## config.mk

```make
export PLATFORM = sky130hd
export DESIGN_NAME = mmd_divider
export DESIGN_NICKNAME = d
export VERILOG_FILES = /design/src/hdl/mmd_pkg.sv /design/src/hdl/mmd_divider.sv
export SDC_FILE = /design/constraint.sdc
export NUM_CORES = 1
export LEC_CHECK = 0
export BUFFER_PORTS_ARGS = -buffer_cell sky130_fd_sc_hd__buf_4
export CAP_MARGIN = 40
export CORE_ASPECT_RATIO = 1.4
export CORE_UTILIZATION = 58
export DETAILED_ROUTE_END_ITERATION = 7
export GPL_ROUTABILITY_DRIVEN = 1
export HOLD_SLACK_MARGIN = 0.06
export PLACE_DENSITY = 0.81
export SLEW_MARGIN = 10
export SYNTH_ARGS = -nofsm -noshare
export SYNTH_HDL_FRONTEND = slang
export SYNTH_SLANG_ARGS = --single-unit
```

## constraint.sdc

```tcl
create_clock -name i_clk -period 4.5 [get_ports i_clk]
set_input_delay 0.225 -clock i_clk [delete_from_list [all_inputs] [get_ports i_clk]]
set_output_delay 0.225 -clock i_clk [all_outputs]
set_load 0.02 [all_outputs]
```

## src/hdl/mmd_pkg.sv

```systemverilog
package mmd_pkg;

    localparam int unsigned COUNT_W         = 11;
    localparam int unsigned MODE_W          = 2;
    localparam int unsigned KV_W            = 32;
    localparam int unsigned SUM_W           = 64;
    localparam int unsigned DEN_W           = 2 * COUNT_W;
    localparam int unsigned STAT_W          = 48;
    localparam int unsigned CFG_IDX_W       = 2;
    localparam int unsigned QUEUE_DEPTH     = 2;
    localparam int unsigned MAX_SAMPLES_DEF = 1024;

    localparam logic [CFG_IDX_W-1:0] REG_FIRST_COUNT    = 2'd0;
    localparam logic [CFG_IDX_W-1:0] REG_SECOND_COUNT   = 2'd1;
    localparam logic [CFG_IDX_W-1:0] REG_STATISTIC_MODE = 2'd2;

    localparam logic [MODE_W-1:0] MODE_BIASED     = 2'd0;
    localparam logic [MODE_W-1:0] MODE_UNBIASED   = 2'd1;
    localparam logic [MODE_W-1:0] MODE_INCOMPLETE = 2'd2;

    localparam logic [COUNT_W-1:0] COUNT_RESET = 11'd2;

    typedef struct packed {
        logic [SUM_W-1:0] first_block;
        logic [SUM_W-1:0] second_block;
        logic [SUM_W-1:0] cross_block;
        logic [SUM_W-1:0] first_diag;
        logic [SUM_W-1:0] second_diag;
        logic [SUM_W-1:0] cross_diag;
    } t_sums;

    // One finished set, as handed from the accumulators to the normalizer.
    typedef struct packed {
        t_sums              sums;
        logic [COUNT_W-1:0] nx;
        logic [COUNT_W-1:0] ny;
        logic [MODE_W-1:0]  mode;
    } t_set;

    typedef struct packed {
        logic                    start;
        logic signed [SUM_W-1:0] numer;
        logic [DEN_W-1:0]        denom;
    } t_div_req;

    typedef struct packed {
        logic                    done;
        logic signed [SUM_W-1:0] quot;
    } t_div_rsp;

    function automatic logic [COUNT_W-1:0] clamp_count(input logic [COUNT_W-1:0] c,
                                                      input int unsigned max_samples);
        logic [COUNT_W-1:0] result;
        if (c < COUNT_RESET) begin
            result = COUNT_RESET;
        end else if (32'(c) > max_samples) begin
            result = COUNT_W'(max_samples);
        end else begin
            result = c;
        end
        return result;
    endfunction

endpackage

```

## src/hdl/mmd_divider.sv

```systemverilog
module mmd_divider (
    input  logic              i_clk,
    input  logic              i_rst_n,
    input  mmd_pkg::t_div_req i_req,
    output mmd_pkg::t_div_rsp o_rsp
);

    localparam int unsigned W     = mmd_pkg::SUM_W;
    localparam int unsigned DW    = mmd_pkg::DEN_W;
    localparam int unsigned CNT_W = $clog2(W);

    typedef enum logic [1:0] {
        D_IDLE,
        D_RUN,
        D_FIX
    } t_state;

    t_state           r_state;
    logic             r_neg;
    logic [W-1:0]     r_work;
    logic [DW-1:0]    r_rem;
    logic [DW-1:0]    r_den;
    logic [CNT_W-1:0] r_cnt;
    logic             r_done;
    logic [W-1:0]     r_quot;
    logic [DW:0]      trial;
    logic             fits;

    // Restoring division on the magnitude, one quotient bit per cycle; the
    // sign goes back on at the end, so the quotient truncates toward zero.
    assign trial = {r_rem, r_work[W-1]};
    assign fits  = (trial >= {1'b0, r_den});

    assign o_rsp.done = r_done;
    assign o_rsp.quot = r_quot;

    always_ff @(posedge i_clk) begin
        if (!i_rst_n) begin
            r_state <= D_IDLE;
            r_done  <= 1'b0;
        end else begin
            r_done <= (r_state == D_FIX);
            case (r_state)
                D_IDLE: begin
                    if (i_req.start) begin
                        r_neg   <= i_req.numer[W-1];
                        r_work  <= i_req.numer[W-1] ? W'(-i_req.numer) : i_req.numer;
                        r_rem   <= '0;
                        r_den   <= i_req.denom;
                        r_cnt   <= '0;
                        r_state <= D_RUN;
                    end
                end
                D_RUN: begin
                    r_rem  <= fits ? DW'(trial - {1'b0, r_den}) : trial[DW-1:0];
                    r_work <= {r_work[W-2:0], fits};
                    r_cnt  <= r_cnt + 1'b1;
                    if (r_cnt == CNT_W'(W - 1)) begin
                        r_state <= D_FIX;
                    end
                end
                D_FIX: begin
                    r_quot  <= r_neg ? (~r_work + 1'b1) : r_work;
                    r_state <= D_IDLE;
                end
                default: begin
                    r_state <= D_IDLE;
                end
            endcase
        end
    end

endmodule

```

### Yosys cells after proc, flatten, opt, wreduce, memory -nomap -nowiden

Cells that the tools add are included.

| cells by class | value |
|---|---|
| add/subtract/negate cells | 4 |
| $mul | 0 |
| divide/modulo/power cells | 0 |
| magnitude comparators | 1 |
| eq/ne operators | 5 |
| shifts and indexed selects | 0 |
| multiplexer cells | 12 |
| bitwise logic cells | 1 |
| reduce and logical (&&, ||, !) cells | 6 |

Operators by type and width:

| cell | count |
|---|---|
| two-way mux 64 bit | 3 |
| case mux 64 bit (2 select lines) | 1 |
| adder 64 x 1 -> 64 bit, second input constant | 1 |
| negation 64 bit | 1 |
| NOT 64 bit | 1 |
| two-way mux 22 bit | 2 |
| case mux 22 bit (2 select lines) | 1 |
| >= comparator 23 x 22 -> 1 bit | 1 |
| subtractor 22 bit | 1 |
| case mux 6 bit (2 select lines) | 1 |
| adder 6 x 1 -> 6 bit, second input constant | 1 |
| == test 6 bit, second input constant | 1 |
| two-way mux 6 bit | 1 |
| AND reduction 3 bit | 2 |
| two-way mux 2 bit | 2 |
| != test 2 bit, second input constant | 2 |
| case mux 2 bit (2 select lines) | 1 |
| AND reduction 2 bit | 2 |
| == test 2 x 1 -> 1 bit, second input constant | 1 |
| == test 2 bit, second input constant | 1 |
| zero test 2 bit | 1 |
| nonzero test 2 bit | 1 |

| word-level totals | value |
|---|---|
| register bits | 182 |
| bits in latches | 0 |
| bits in writable memories | 0 |
| bits in read-only memories | 0 |
| output and inout bits | 65 |
| word-level logic and storage cells | 37 |
| memories | 0 |

### Longest topological paths before layout

Gate-level depths: netlist of run 1.

| logic depth | value |
|---|---|
| word-level depth | 4 |
| mapped depth | 11 |
| depth with buffers taken out | 11 |

### Worst setup path before layout of run 1

OpenSTA, ideal clock, no wires.

| timing | value |
|---|---|
| kind | reg2reg |
| start point | reg r_state[0] |
| end point | reg r_cnt[0], enable pin |
| data arrival time | 3.043 ns |
| setup slack | 1.004 ns |
| cell stages (with the launch flop) | 6 |
| period minus slack after synthesis | 3.496 ns |
| path through | dfxtp_1 -> nor2b_1 -> clkbuf_1 -> clkbuf_1 -> nand2_1 -> nand2_1 |

| on the way | value |
|---|---|
| word-level cells in the longest chain between the ends | 3 |
| elaborated cells between the ends (all ways) | 5 |
| those cells by class | eq/ne: 2; reduce/logical: 3 |

Ends and longest elaborated chain:

| item | RTL line | text |
|---|---|---|
| from (decl) | mmd_divider.sv:18 | `t_state r_state;` |
| from (signal assigned) | mmd_divider.sv:39 | `r_state <= D_IDLE;` |
| from (signal assigned) | mmd_divider.sv:51 | `r_state <= D_RUN;` |
| from (signal assigned) | mmd_divider.sv:59 | `r_state <= D_FIX;` |
| == test 2 x 1 -> 1 bit / zero test 2 bit (equally long branches) | mmd_divider.sv:43 | `case (r_state)` |
| nonzero test 2 bit (no line) / != test 2 bit (equally long branches) | - |  |
| AND reduction 3 bit (no line) (*) | - |  |
| to (signal assigned) | mmd_divider.sv:57 | `r_cnt <= r_cnt + 1'b1;` |
| to (decl) | mmd_divider.sv:23 | `logic [CNT_W-1:0] r_cnt;` |

Mark *: on every way between the ends. The rest lies on a longest branch, timed or not.
A chain may end at the register's enable or synchronous reset.

### Worst setup path in the final report of run 1

| timing | value |
|---|---|
| start point | reg r_rem[11] |
| end point | reg r_work[0] (data pin) |

| on the way | value |
|---|---|
| word-level cells in the longest chain between the ends | 2 |

Ends and longest elaborated chain:

| item | RTL line | text |
|---|---|---|
| from (decl) | mmd_divider.sv:21 | `logic [DW-1:0] r_rem;` |
| from (signal assigned) | mmd_divider.sv:55 | `r_rem <= fits ? DW'(trial - {1'b0, r_den}) : trial[DW-1:0];` |
| >= comparator 23 x 22 -> 1 bit | mmd_divider.sv:32 | `assign fits = (trial >= {1'b0, r_den});` |
| case mux 64 bit (2 select lines) | mmd_divider.sv:43 |  |
| to (signal assigned) | mmd_divider.sv:47 | `r_work <= i_req.numer[W-1] ? W'(-i_req.numer) : i_req.numer;` |
| to (signal assigned) | mmd_divider.sv:56 | `r_work <= {r_work[W-2:0], fits};` |
| to (decl) | mmd_divider.sv:20 | `logic [W-1:0] r_work;` |

Every way passes these cells.

==> results of run 1 <==
==> sequential cells by signal (all words and copies together), names as in the netlist <==
| signal | count |
|---|---|
| r_quot | 64 |
| r_rem | 22 |
| r_cnt | 6 |
| r_den | 22 |
| r_work | 64 |
| r_done | 1 |
| r_neg | 1 |
| r_state | 2 |
==> how the worst max path moves through the flow <==
stage                           from          to  depth (start not counted)
after global routing      r_work[63]   r_rem[20]                         11
after detailed placement   i_req[22]  r_work[54]                         10
after CTS                  r_rem[11]   r_work[0]                          9
after global placement     i_req[22]  r_work[54]                         10
after floorplan           r_state[0]    r_cnt[0]                          5
final                      r_rem[11]   r_work[0]                          9
==> metal layers <==
metal	vias up	track usage, %	wire length [µm]
met5	-	0	0
met2	351	48.5	12900
met4	0	12.4	1020
met3	78	4.74	1530
met1	4001	32.9	9600
li1	3975	-	-
==> synthesized netlist by cell type, types with 3 or more instances <==
library cell and count:
sky130_fd_sc_hd__nand2_1 103, sky130_fd_sc_hd__o21ai_1 5, sky130_fd_sc_hd__inv_1 34, sky130_fd_sc_hd__a211oi_1 3
sky130_fd_sc_hd__o211ai_1 3, sky130_fd_sc_hd__or4_1 22, sky130_fd_sc_hd__o21a_1 3, sky130_fd_sc_hd__nand3_1 18
sky130_fd_sc_hd__ha_1 25, sky130_fd_sc_hd__o41ai_1 16, sky130_fd_sc_hd__dfxtp_1 3, sky130_fd_sc_hd__nor3_1 14
sky130_fd_sc_hd__buf_2 3, sky130_fd_sc_hd__nor2_1 57, sky130_fd_sc_hd__a21oi_1 45, sky130_fd_sc_hd__nor2b_1 6
sky130_fd_sc_hd__or4_4 3, sky130_fd_sc_hd__a31oi_1 4, sky130_fd_sc_hd__or3_1 20, sky130_fd_sc_hd__edfxtp_1 179
sky130_fd_sc_hd__nor4_1 7, sky130_fd_sc_hd__nand2b_1 14, sky130_fd_sc_hd__and3_1 5, sky130_fd_sc_hd__clkbuf_1 31
sky130_fd_sc_hd__o41ai_2 5, sky130_fd_sc_hd__buf_1 4, sky130_fd_sc_hd__xnor2_1 83, sky130_fd_sc_hd__a21o_1 4
sky130_fd_sc_hd__o211a_1 3, sky130_fd_sc_hd__o21ai_0 103, sky130_fd_sc_hd__and2_1 4, sky130_fd_sc_hd__or2_2 16
sky130_fd_sc_hd__mux2i_1 14, sky130_fd_sc_hd__xor2_1 58, sky130_fd_sc_hd__o31ai_1 34, sky130_fd_sc_hd__nand4_1 4
==> cells by family (layout without fill, tap and decap cells) <==
logic type,count (synthesis),in the layout,share of synthesized area [%]
multiplexers,15,15,1.43
flip-flops,182,182,51.4
adder cells (fa/ha/maj),26,26,3.15
XOR/XNOR,141,141,11.7
buffers and inverters,73,250,2.66
AO/OA/AOI/OAI,239,239,14.4
AND/OR/NAND/NOR,310,310,15.3
==> cell type report <==
class / instances / area, µm² / share of cell area [%]
Clock inverter: 14 / 159 / 1.24
Timing Repair Buffer: 184 / 1500 / 11.7
Sequential cell: 182 / 5440 / 42.4
Tap cell: 240 / 300 / 2.34
Clock buffer: 18 / 429 / 3.34
Multi-Input combinational cell: 731 / 4880 / 38.1
Inverter: 34 / 128 / 0.995
==> cell usage in the layout, fill, tap and decap left out, types with 5 or more instances in the layout <==
cell type | netlist | routed
sky130_fd_sc_hd__o31ai_1 | 34 | 34
sky130_fd_sc_hd__o21ai_1 | 5 | 5
sky130_fd_sc_hd__a21oi_1 | 45 | 45
sky130_fd_sc_hd__nor2_1 | 57 | 57
sky130_fd_sc_hd__or3_1 | 20 | 20
sky130_fd_sc_hd__or2_2 | 16 | 16
sky130_fd_sc_hd__nand3_1 | 18 | 18
sky130_fd_sc_hd__o21ai_0 | 103 | 103
sky130_fd_sc_hd__buf_4 | 1 | 159
sky130_fd_sc_hd__clkinv_4 | 0 | 5
sky130_fd_sc_hd__o41ai_2 | 5 | 5
sky130_fd_sc_hd__nand2_1 | 103 | 102
sky130_fd_sc_hd__nor2b_1 | 6 | 5
sky130_fd_sc_hd__xnor2_1 | 83 | 83
sky130_fd_sc_hd__nor4_1 | 7 | 7
sky130_fd_sc_hd__xor2_1 | 58 | 58
sky130_fd_sc_hd__mux2i_1 | 14 | 14
sky130_fd_sc_hd__edfxtp_1 | 179 | 179
sky130_fd_sc_hd__ha_1 | 25 | 25
sky130_fd_sc_hd__clkbuf_16 | 0 | 17
sky130_fd_sc_hd__nor3_1 | 14 | 14
sky130_fd_sc_hd__dlygate4sd3_1 | 0 | 22
sky130_fd_sc_hd__nand2b_1 | 14 | 13
sky130_fd_sc_hd__inv_1 | 34 | 34
sky130_fd_sc_hd__or4_1 | 22 | 22
sky130_fd_sc_hd__and3_1 | 5 | 5
sky130_fd_sc_hd__o41ai_1 | 16 | 16
==> power groups by stage <==
stage | clock (µW) | combinational, µW | sequential [µW]
finish | 1500 | 840 | 2150
detailed placement | 0 | 811 | 2190
floorplan | 0 | 573 | 2160
CTS | 1520 | 833 | 2150
global route | 1580 | 924 | 2170
global placement | 0 | 779 | 2190
==> metrics by stage <==
step / total power (µW) / std cells / hold slack [ns]
after floorplan: 2740 / 986 / 0.324
after global placement: 2960 / 1346 / 0.403
after detailed placement: 3000 / 1349 / 0.404
after CTS: 4500 / 1403 / 0.0636
after global routing: 4670 / 1403 / 0.0617
final: 4500 / 1403 / 0.0699
==> reports/results.ini, run 1 <==
[timing]
tightestPinTransition_ns=0.928
setup_viol=0
fin_setup_tns_ns=0
finalCritPeriodShare_pct=74.1
highest_clock_frequency_the_design_can_meet_ghz=0.300
final_critical_path_setup_slack_ns=1.16
hold_viol_final=0
final_period_minus_worst_setup_slack_ns=3.34
fin_skew_ns=0.00971
grt_setup_unrepaired=no
final_max_slew_viol_count=0
relSlewSlack_pct=38.2

[clocking]
clock_tree_from_tritoncts=yes
root_buffer=sky130_fd_sc_hd__clkbuf_16
holdBufCountCts=22
post-cts-setup-buffers=0
cts_inserted_buffers=17
clk_pin_slew_ns=0.07
clock_tree.htree_level_count=4
clock_sinks=182
cts-resized-gates=0
clkLatencyLatePin_ns=0.44
clock_path_buffers=2

[synthesis]
synth_top_cells_by_area=sky130_fd_sc_hd__edfxtp_1 (51%), sky130_fd_sc_hd__xnor2_1 (6.9%), sky130_fd_sc_hd__o21ai_0 (4.9%), sky130_fd_sc_hd__xor2_1 (4.8%), sky130_fd_sc_hd__nand2_1 (3.7%)
synthesized_nets=1101
yosysWarnings=0
post_synth_instance_area_um2=10600
synth_enable_flop_cells=179
synthDistinctLibCells=59
netlist.area_leader.share_pct=50.8
syn-mean-instance-area_um2=10.7
postSynthRegisterBits=182
async_reset_ff_share_pct=0
postSynth.topFlopCell=sky130_fd_sc_hd__edfxtp_1
synth_top_area_cell=sky130_fd_sc_hd__edfxtp_1
portion_of_the_post_synthesis_area_used_by_sequential_elements_pct=51.4
synthesis.instances=986

[critical_path]
worstPathCellList=ha_1 -> a21o_1 -> a32oi_1 -> a21boi_0 -> nand3_1 -> a2111oi_2 -> buf_4 -> nand2b_1 -> o21ai_0
critPathKind=flip-flop to flip-flop
timing.critical_path.required_ns=4.68
critPathCaptureType=flip-flop
start_kind=flip-flop
reg2reg_depth=9
critical-path-slowest-cell=sky130_fd_sc_hd__buf_4
crit_family=compound AO/OA/AOI/OAI gates
crit_arrival_ns=3.51
worst_path_largest_cell_delay_ns=0.43
worst-path-max-fanout=29
combined_buffer_and_inverter_count_along_the_critical_path=1
regToRegStartpoint=r_rem[11]
end_of_the_worst_register_to_register_path=r_work[0]
rrSetupSlack_ns=1.16

[drt]
drt_pass1_iterations=8
totalWireLength_um=25000
viasPerCell=5.99
number_of_vias_after_detailed_routing=8405
initialDrtViolationCount=746
drtAntennaViolNets=0
residual_drc=0
wl_per_cell_um=17.8

[power_and_ir_drop]
internal-power_uw=3200
power_frac_comb_pct=18.7
worst_ir_drop_vdd_v=0.000217
power.static_leakage_uw=0.00470
power.share.clock_pct=33.4
seq_power_share_pct=47.9
switching_power_uw=1300
cellPowerDensity_nw_per_um2=350
sw_frac_of_total_pct=28.9

[hold_path]
holdCritPathClass=input pin to flip-flop
holdCritStartpoint=i_rst_n
holdPathEnd=r_done
worst_hold_path.num_cells=2

[die]
pin_count=154
horizontal_die_dimension_um=116
floorplan_core_area_um2=17900
start_util_pct=59.0
dieArea_um2=18800
std_cell_rows=58
fp.dieH_um=162

[place]
placed_area_um2=12000
routability_cong=0.886
detailed_place_hpwl_um=18200
placement.io_buffers=153
pre_cts_ws_ns=1.15

[cells_and_area]
synthToLayoutAreaGrowth_pct=21.3
layout.core_utilization_pct=71.6
fraction_of_final_layout_cells_with_drive_strength_greater_than_1_pct=20.4
design.final.nets=1265
layout.filler_cells=1309
layout.cell_area.non_filler_um2=12800
antennaDiodeCount=0

[global_route]
first_global_vias=7852
grt_antenna_before_repair=0
grt_first_pass_wirelength_um=39400
grt_remaining_overflow=0
grt_usage_pct=27.7
grt_max_degree=90

[outcome]
status=complete, no violations

[run]
maxCapViolations=0

Power figures use the tool's default switching activity.
==> run 2: changes to the inputs <==
CORE_UTILIZATION = 53   (was 58)
PLACE_DENSITY = 0.78   (was 0.81)
clock period = 2.7 ns   (was 4.5 ns; I/O delays follow)
==> reports/results.ini, run 2 (synthesized netlist as in run 1, its figures left out) <==
[drt]
wl_per_cell_um=18.6  ; +4.3%
number_of_vias_after_detailed_routing=9007  ; +7.2%
viasPerCell=5.85  ; -2.3%
totalWireLength_um=28600  ; +14%
residual_drc=0  ; unchanged
drt_pass1_iterations=6  ; -2
drtAntennaViolNets=0  ; unchanged
initialDrtViolationCount=699  ; -6.3%

[timing]
relSlewSlack_pct=51.4  ; +13 points
final_max_slew_viol_count=0  ; unchanged
fin_skew_ns=0.0124  ; +0.00269 ns
hold_viol_final=0  ; unchanged
grt_setup_unrepaired=yes
finalCritPeriodShare_pct=107  ; +33 points
final_critical_path_setup_slack_ns=-0.192  ; -1.36 ns
final_period_minus_worst_setup_slack_ns=2.89  ; -0.444 ns
setup_viol=28  ; +28
tightestPinTransition_ns=0.729  ; -0.199 ns
highest_clock_frequency_the_design_can_meet_ghz=0.346  ; +15%

[critical_path]
worst_path_largest_cell_delay_ns=0.42  ; about the same
crit_arrival_ns=3.18  ; -0.33 ns
critPathKind=flip-flop to flip-flop
critPathMostFrequentCell=sky130_fd_sc_hd__inv_2
critical-path-slowest-cell=sky130_fd_sc_hd__edfxtp_1
start_kind=flip-flop
reg2reg_depth=12  ; +3
combined_buffer_and_inverter_count_along_the_critical_path=3  ; +2
worstPathCellList=inv_2 -> ha_4 -> inv_2 -> fa_2 -> a21oi_2 -> o211ai_1 -> a221oi_2 -> buf_4 -> o21ai_1 -> and4_1 -> or4_1 -> a21oi_1
timing.critical_path.required_ns=2.99  ; -1.69 ns
worst-path-max-fanout=4  ; -86%
critPathCaptureType=flip-flop
crit_family=compound AO/OA/AOI/OAI gates
critical_path_depth=12  ; +3

[power_and_ir_drop]
worst_ir_drop_vdd_v=0.000402  ; +85%
design_power_total_uw=7860  ; +75%
sw_frac_of_total_pct=29.6  ; +0.74 points
power.share.clock_pct=30.7  ; -2.7 points
internal-power_uw=5530  ; +73%
power.static_leakage_uw=0.00537  ; +14%
seq_power_share_pct=45.5  ; -2.4 points
switching_power_uw=2330  ; +79%
power_frac_comb_pct=23.8  ; +5.1 points
cellPowerDensity_nw_per_um2=554  ; +58%

[die]
std_cell_rows=60  ; +3.4%
floorplan_core_area_um2=19400  ; +8.1%
pin_count=154  ; unchanged
start_util_pct=54.6  ; -4.4 points
horizontal_die_dimension_um=121  ; +4.5%
dieArea_um2=20500  ; +9.3%
fp.dieH_um=169  ; +4.6%

[global_route]
grt_first_pass_wirelength_um=43300  ; +9.8%
first_global_vias=8973  ; +14%
grt_usage_pct=27.6  ; -0.14 points
grt_remaining_overflow=0  ; unchanged
grt_antenna_before_repair=0  ; unchanged
grt_max_degree=65  ; -28%

[run]
maxCapViolations=0  ; unchanged

[place]
detailed_place_hpwl_um=19800  ; +8.6%
placement.io_buffers=153  ; unchanged
routability_cong=0.875  ; -1.3%
placed_area_um2=12800  ; +6.7%
pre_cts_ws_ns=-0.191  ; -1.34 ns
placed_cells=1464  ; +8.5%

[clocking]
clock_tree_from_tritoncts=yes
clkLatencyLatePin_ns=0.44  ; about the same
clock_tree.htree_level_count=4  ; unchanged
root_buffer=sky130_fd_sc_hd__clkbuf_16
cts_inserted_buffers=17  ; unchanged
clock_sinks=182  ; unchanged
clk_pin_slew_ns=0.07  ; about the same
clock_path_buffers=2  ; unchanged

[hold_path]
holdCritPathClass=input pin to flip-flop
worst_hold_path.num_cells=3  ; +1

[cells_and_area]
final_common_cell=sky130_fd_sc_hd__buf_4
design.final.nets=1393  ; +10%
layoutNonFillerInstCount=1539  ; +9.7%
most-common-layout-cells=sky130_fd_sc_hd__buf_4 (275), sky130_fd_sc_hd__edfxtp_1 (179), sky130_fd_sc_hd__nand2_1 (100)
synthToLayoutAreaGrowth_pct=34.1
fraction_of_final_layout_cells_with_drive_strength_greater_than_1_pct=32.3  ; +12 points
antennaDiodeCount=0  ; unchanged
layout.cell_area.non_filler_um2=14200  ; +11%
largestRegisters=r_quot x64, r_work x64

[outcome]
failed_checks=setup timing
status=complete, but fails checks

run 2: changes by cell type in the layout (fill, tap and decap cells not counted), moves of 5 or more:
| cell | before | now |
|---|---|---|
| sky130_fd_sc_hd__a21oi_1 | 45 | 40 |
| sky130_fd_sc_hd__buf_4 | 159 | 275 |
| sky130_fd_sc_hd__buf_6 | 0 | 8 |
| sky130_fd_sc_hd__ha_1 | 25 | 13 |
| sky130_fd_sc_hd__ha_4 | 0 | 12 |
| sky130_fd_sc_hd__inv_1 | 34 | 29 |
| sky130_fd_sc_hd__inv_2 | 0 | 5 |
| sky130_fd_sc_hd__o21ai_0 | 103 | 90 |
| sky130_fd_sc_hd__o21ai_2 | 0 | 9 |
run 2: worst min-delay path, delay by kind of cell:
| kind | cells | cell delay [ns] |
|---|---|---|
| AO/OA/AOI/OAI | 1 | 0.10 |
| XOR/XNOR | 1 | 0.06 |
| buffers and inverters | 1 | 0.09 |
run 2: final timing paths:
kind	startpoint	to	slack [ns]
hold / removal	i_req[82]	r_work[60]	0.07
setup reg to reg	r_work[63]	r_rem[20]	-0.19
setup / recovery	r_work[63]	r_rem[20]	-0.19
hold reg to reg	r_work[0]	r_quot[0]	0.56
run 2: timing repair:
item,CTS,global route
setup buffers,9,10
endpoints found under the setup margin,35,41
endpoints found under the hold margin,25,0
hold buffers,24,0
cloned,1,0
resized for setup,22,63
pin swaps,13,21
run 2: routing by layer:
metal	vias to the layer above	wire, µm	global-route usage, %	part of all wire, %
li1	4230	-	-	-
met1	4349	9800	28.4	34
met2	343	15900	51.5	55
met3	85	1780	5.31	6.2
met4	0	1170	15.2	4.1
met5	-	0	0	0
run 2: layout make-up:
cell class	instances	area (µm²)
sequential	182	5440
fill	1340	5180
tap	248	310
clock buffer	18	429
inverter	34	128
multi-input combinational	731	5260
clock inverter	14	136
timing repair buffer	312	2490
run 2: power by group through the flow:
stage / sequential (µW) / clock [µW] / combinational, µW
2_1_floorplan: 3600 / 0 / 970
3_3_place_gp: 3610 / 0 / 1560
3_5_place_dp: 3610 / 0 / 1600
4_1_cts: 3560 / 2420 / 1700
5_1_grt: 3590 / 2510 / 2030
6_report: 3570 / 2410 / 1870
run 2: per-stage QoR:
step	util [%]	hold slack, ns	TNS, ns
global placement	66.3	0.313	-0.935
finish	73.2	0.0726	-1.61
global route	73.2	0.0912	-3.69
CTS	71.3	0.0654	-0.232
detailed placement	66.3	0.314	-3.49
floorplan	-	0.234	-0.0266
==> run 3: changes to the inputs <==
HOLD_SLACK_MARGIN = 0.08   (was 0.06)
==> reports/results.ini, run 3 (synthesized netlist as in run 1, its figures left out) <==
[outcome]
status=complete, but fails checks
failed_checks=setup timing

[timing]
finalCritPeriodShare_pct=108  ; +0.61 points
highest_clock_frequency_the_design_can_meet_ghz=0.344  ; -0.57%
final_max_slew_viol_count=0  ; unchanged
hold_viol_final=0  ; unchanged
grt_setup_unrepaired=yes
fin_setup_tns_ns=-3.75  ; -2.14 ns
tightestPinTransition_ns=0.725  ; -0.00351 ns
setup_viol=29  ; +3.6%
final_critical_path_setup_slack_ns=-0.208  ; -0.0164 ns
final_period_minus_worst_setup_slack_ns=2.91  ; +0.0164 ns
relSlewSlack_pct=51.7  ; +0.23 points
fin_skew_ns=0.0118  ; -0.000639 ns

[global_route]
grt_first_pass_wirelength_um=43400  ; +0.24%
global_route.usage.met1_pct=28.4  ; +0.067 points
grt_remaining_overflow=0  ; unchanged
busiest_layer=met2
grt_max_degree=65  ; unchanged
grt_antenna_before_repair=1  ; +1
met2_usage_pct=51.8  ; +0.32 points
first_global_vias=9002  ; +0.32%
met3_usage_pct=5.41  ; +0.10 points
grt_usage_pct=27.6  ; +0.073 points

[cells_and_area]
layout.filler_cells=1318  ; -1.6%
largestRegisters=r_quot x64, r_work x64
synthToLayoutAreaGrowth_pct=34.5
layout.core_utilization_pct=73.5  ; +0.24 points
fraction_of_final_layout_cells_with_drive_strength_greater_than_1_pct=32.1  ; -0.15 points
most-common-layout-cells=sky130_fd_sc_hd__buf_4 (273), sky130_fd_sc_hd__edfxtp_1 (179), sky130_fd_sc_hd__nand2_1 (100)
design.final.nets=1396  ; +0.22%
layout.cell_area.non_filler_um2=14200  ; +0.33%
final_common_cell=sky130_fd_sc_hd__buf_4
layoutNonFillerInstCount=1543  ; +0.26%

[hold_path]
holdCritPathClass=input pin to flip-flop

[die]
fp.dieH_um=169  ; unchanged
horizontal_die_dimension_um=121  ; unchanged
std_cell_rows=60  ; unchanged
pin_count=154  ; unchanged
dieArea_um2=20500  ; unchanged
floorplan_core_area_um2=19400  ; unchanged
start_util_pct=54.6  ; unchanged

[critical_path]
combined_buffer_and_inverter_count_along_the_critical_path=2  ; -1
rrSetupSlack_ns=-0.21  ; -0.02 ns
critPathCaptureType=flip-flop
critical-path-slowest-cell=sky130_fd_sc_hd__edfxtp_1
worst_path_largest_cell_delay_ns=0.45  ; +0.03 ns
worst-path-max-fanout=5  ; +1
start_kind=flip-flop
crit_family=compound AO/OA/AOI/OAI gates
worstPathCellList=ha_4 -> a21o_1 -> a32oi_1 -> a21boi_2 -> nand3_2 -> a2111oi_4 -> buf_6 -> buf_8 -> mux2i_2 -> nor2_1
crit_arrival_ns=3.08  ; -0.10 ns
timing.critical_path.required_ns=2.87  ; -0.12 ns
critPathKind=flip-flop to flip-flop

[clocking]
root_buffer=sky130_fd_sc_hd__clkbuf_16
clkLatencyLatePin_ns=0.44  ; about the same
clk_pin_slew_ns=0.07  ; about the same
cts_inserted_buffers=17  ; unchanged
clock_tree_from_tritoncts=yes
clock_path_buffers=2  ; unchanged
clock_tree.htree_level_count=4  ; unchanged
clock_sinks=182  ; unchanged

[place]
detailed_place_hpwl_um=19800  ; unchanged
placed_area_um2=12800  ; unchanged
placed_cells=1464  ; unchanged
placement.io_buffers=153  ; unchanged
routability_cong=0.875  ; unchanged

[drt]
number_of_vias_after_detailed_routing=9042  ; +0.39%
totalWireLength_um=29200  ; +1.8%
initialDrtViolationCount=722  ; +3.3%
viasPerCell=5.86  ; +0.13%
drt_pass1_iterations=7  ; +1
residual_drc=0  ; unchanged
wl_per_cell_um=18.9  ; +1.6%
drtAntennaViolNets=0  ; unchanged

[power_and_ir_drop]
design_power_total_uw=7900  ; +0.50%
power.static_leakage_uw=0.00538  ; +0.26%
cellPowerDensity_nw_per_um2=555  ; +0.18%
worst_ir_drop_vdd_v=0.000408  ; +1.4%

[run]
maxCapViolations=0  ; unchanged

[run 3: layer usage]
layer  share of wire (%)  wire length (µm)  vias up
met2                  55             16000      368
met3                 5.9              1730      102
met5                   0                 0        -
met4                 4.6              1350        0
met1                  35             10100     4333
li1                    -                 -     4239
[run 3: timing repair]
| item | CTS | global route |
|---|---|---|
| gates resized for setup | 22 | 65 |
| hold buffers | 28 | 0 |
| endpoints found under the hold margin | 29 | 0 |
| setup buffers | 9 | 8 |
| endpoints found under the setup margin | 35 | 41 |
| cloned | 1 | 0 |
| pin swaps | 13 | 22 |
[run 3: area by class of cell]
type                            count  area [µm²]  share of cell area, %
Inverter                           34         128                  0.897
Antenna cell                        1        2.50                 0.0176
Sequential cell                   182        5440                   38.2
Timing Repair Buffer              315        2530                   17.8
Multi-Input combinational cell    731        5260                   37.0
Clock inverter                     14         136                  0.958
Clock buffer                       18         429                   3.02
Tap cell                          248         310                   2.18
[run 3: per-stage QoR]
stage	hold slack, ns	setup slack, ns
5_1_grt	0.0942	-0.292
3_5_place_dp	0.314	-0.191
6_report	0.0877	-0.208
4_1_cts	0.0813	-0.0590
2_1_floorplan	0.234	-0.0158
3_3_place_gp	0.313	-0.0754
[run 3: report_power, final]
part	internal [µW]	total (µW)	switching, µW	leakage (µW)
clock	1220	2420	1190	0.000275
combinational	914	1910	993	0.00341
sequential	3400	3580	173	0.00169
total	5540	7900	2360	0.00538
[run 3: path summary, 6_finish.rpt]
path              from         end  cells past startpoint
min          i_req[45]  r_work[23]                      3
min reg2reg  r_work[0]   r_quot[0]                      0
max          r_rem[11]    r_rem[2]                     10
max reg2reg  r_rem[11]    r_rem[2]                     10
[run 3: tightest hold or removal path, cell delays in order]
cell and delay [ns]:
sky130_fd_sc_hd__buf_4 0.09, sky130_fd_sc_hd__xor2_1 0.06, sky130_fd_sc_hd__o21ai_0 0.13
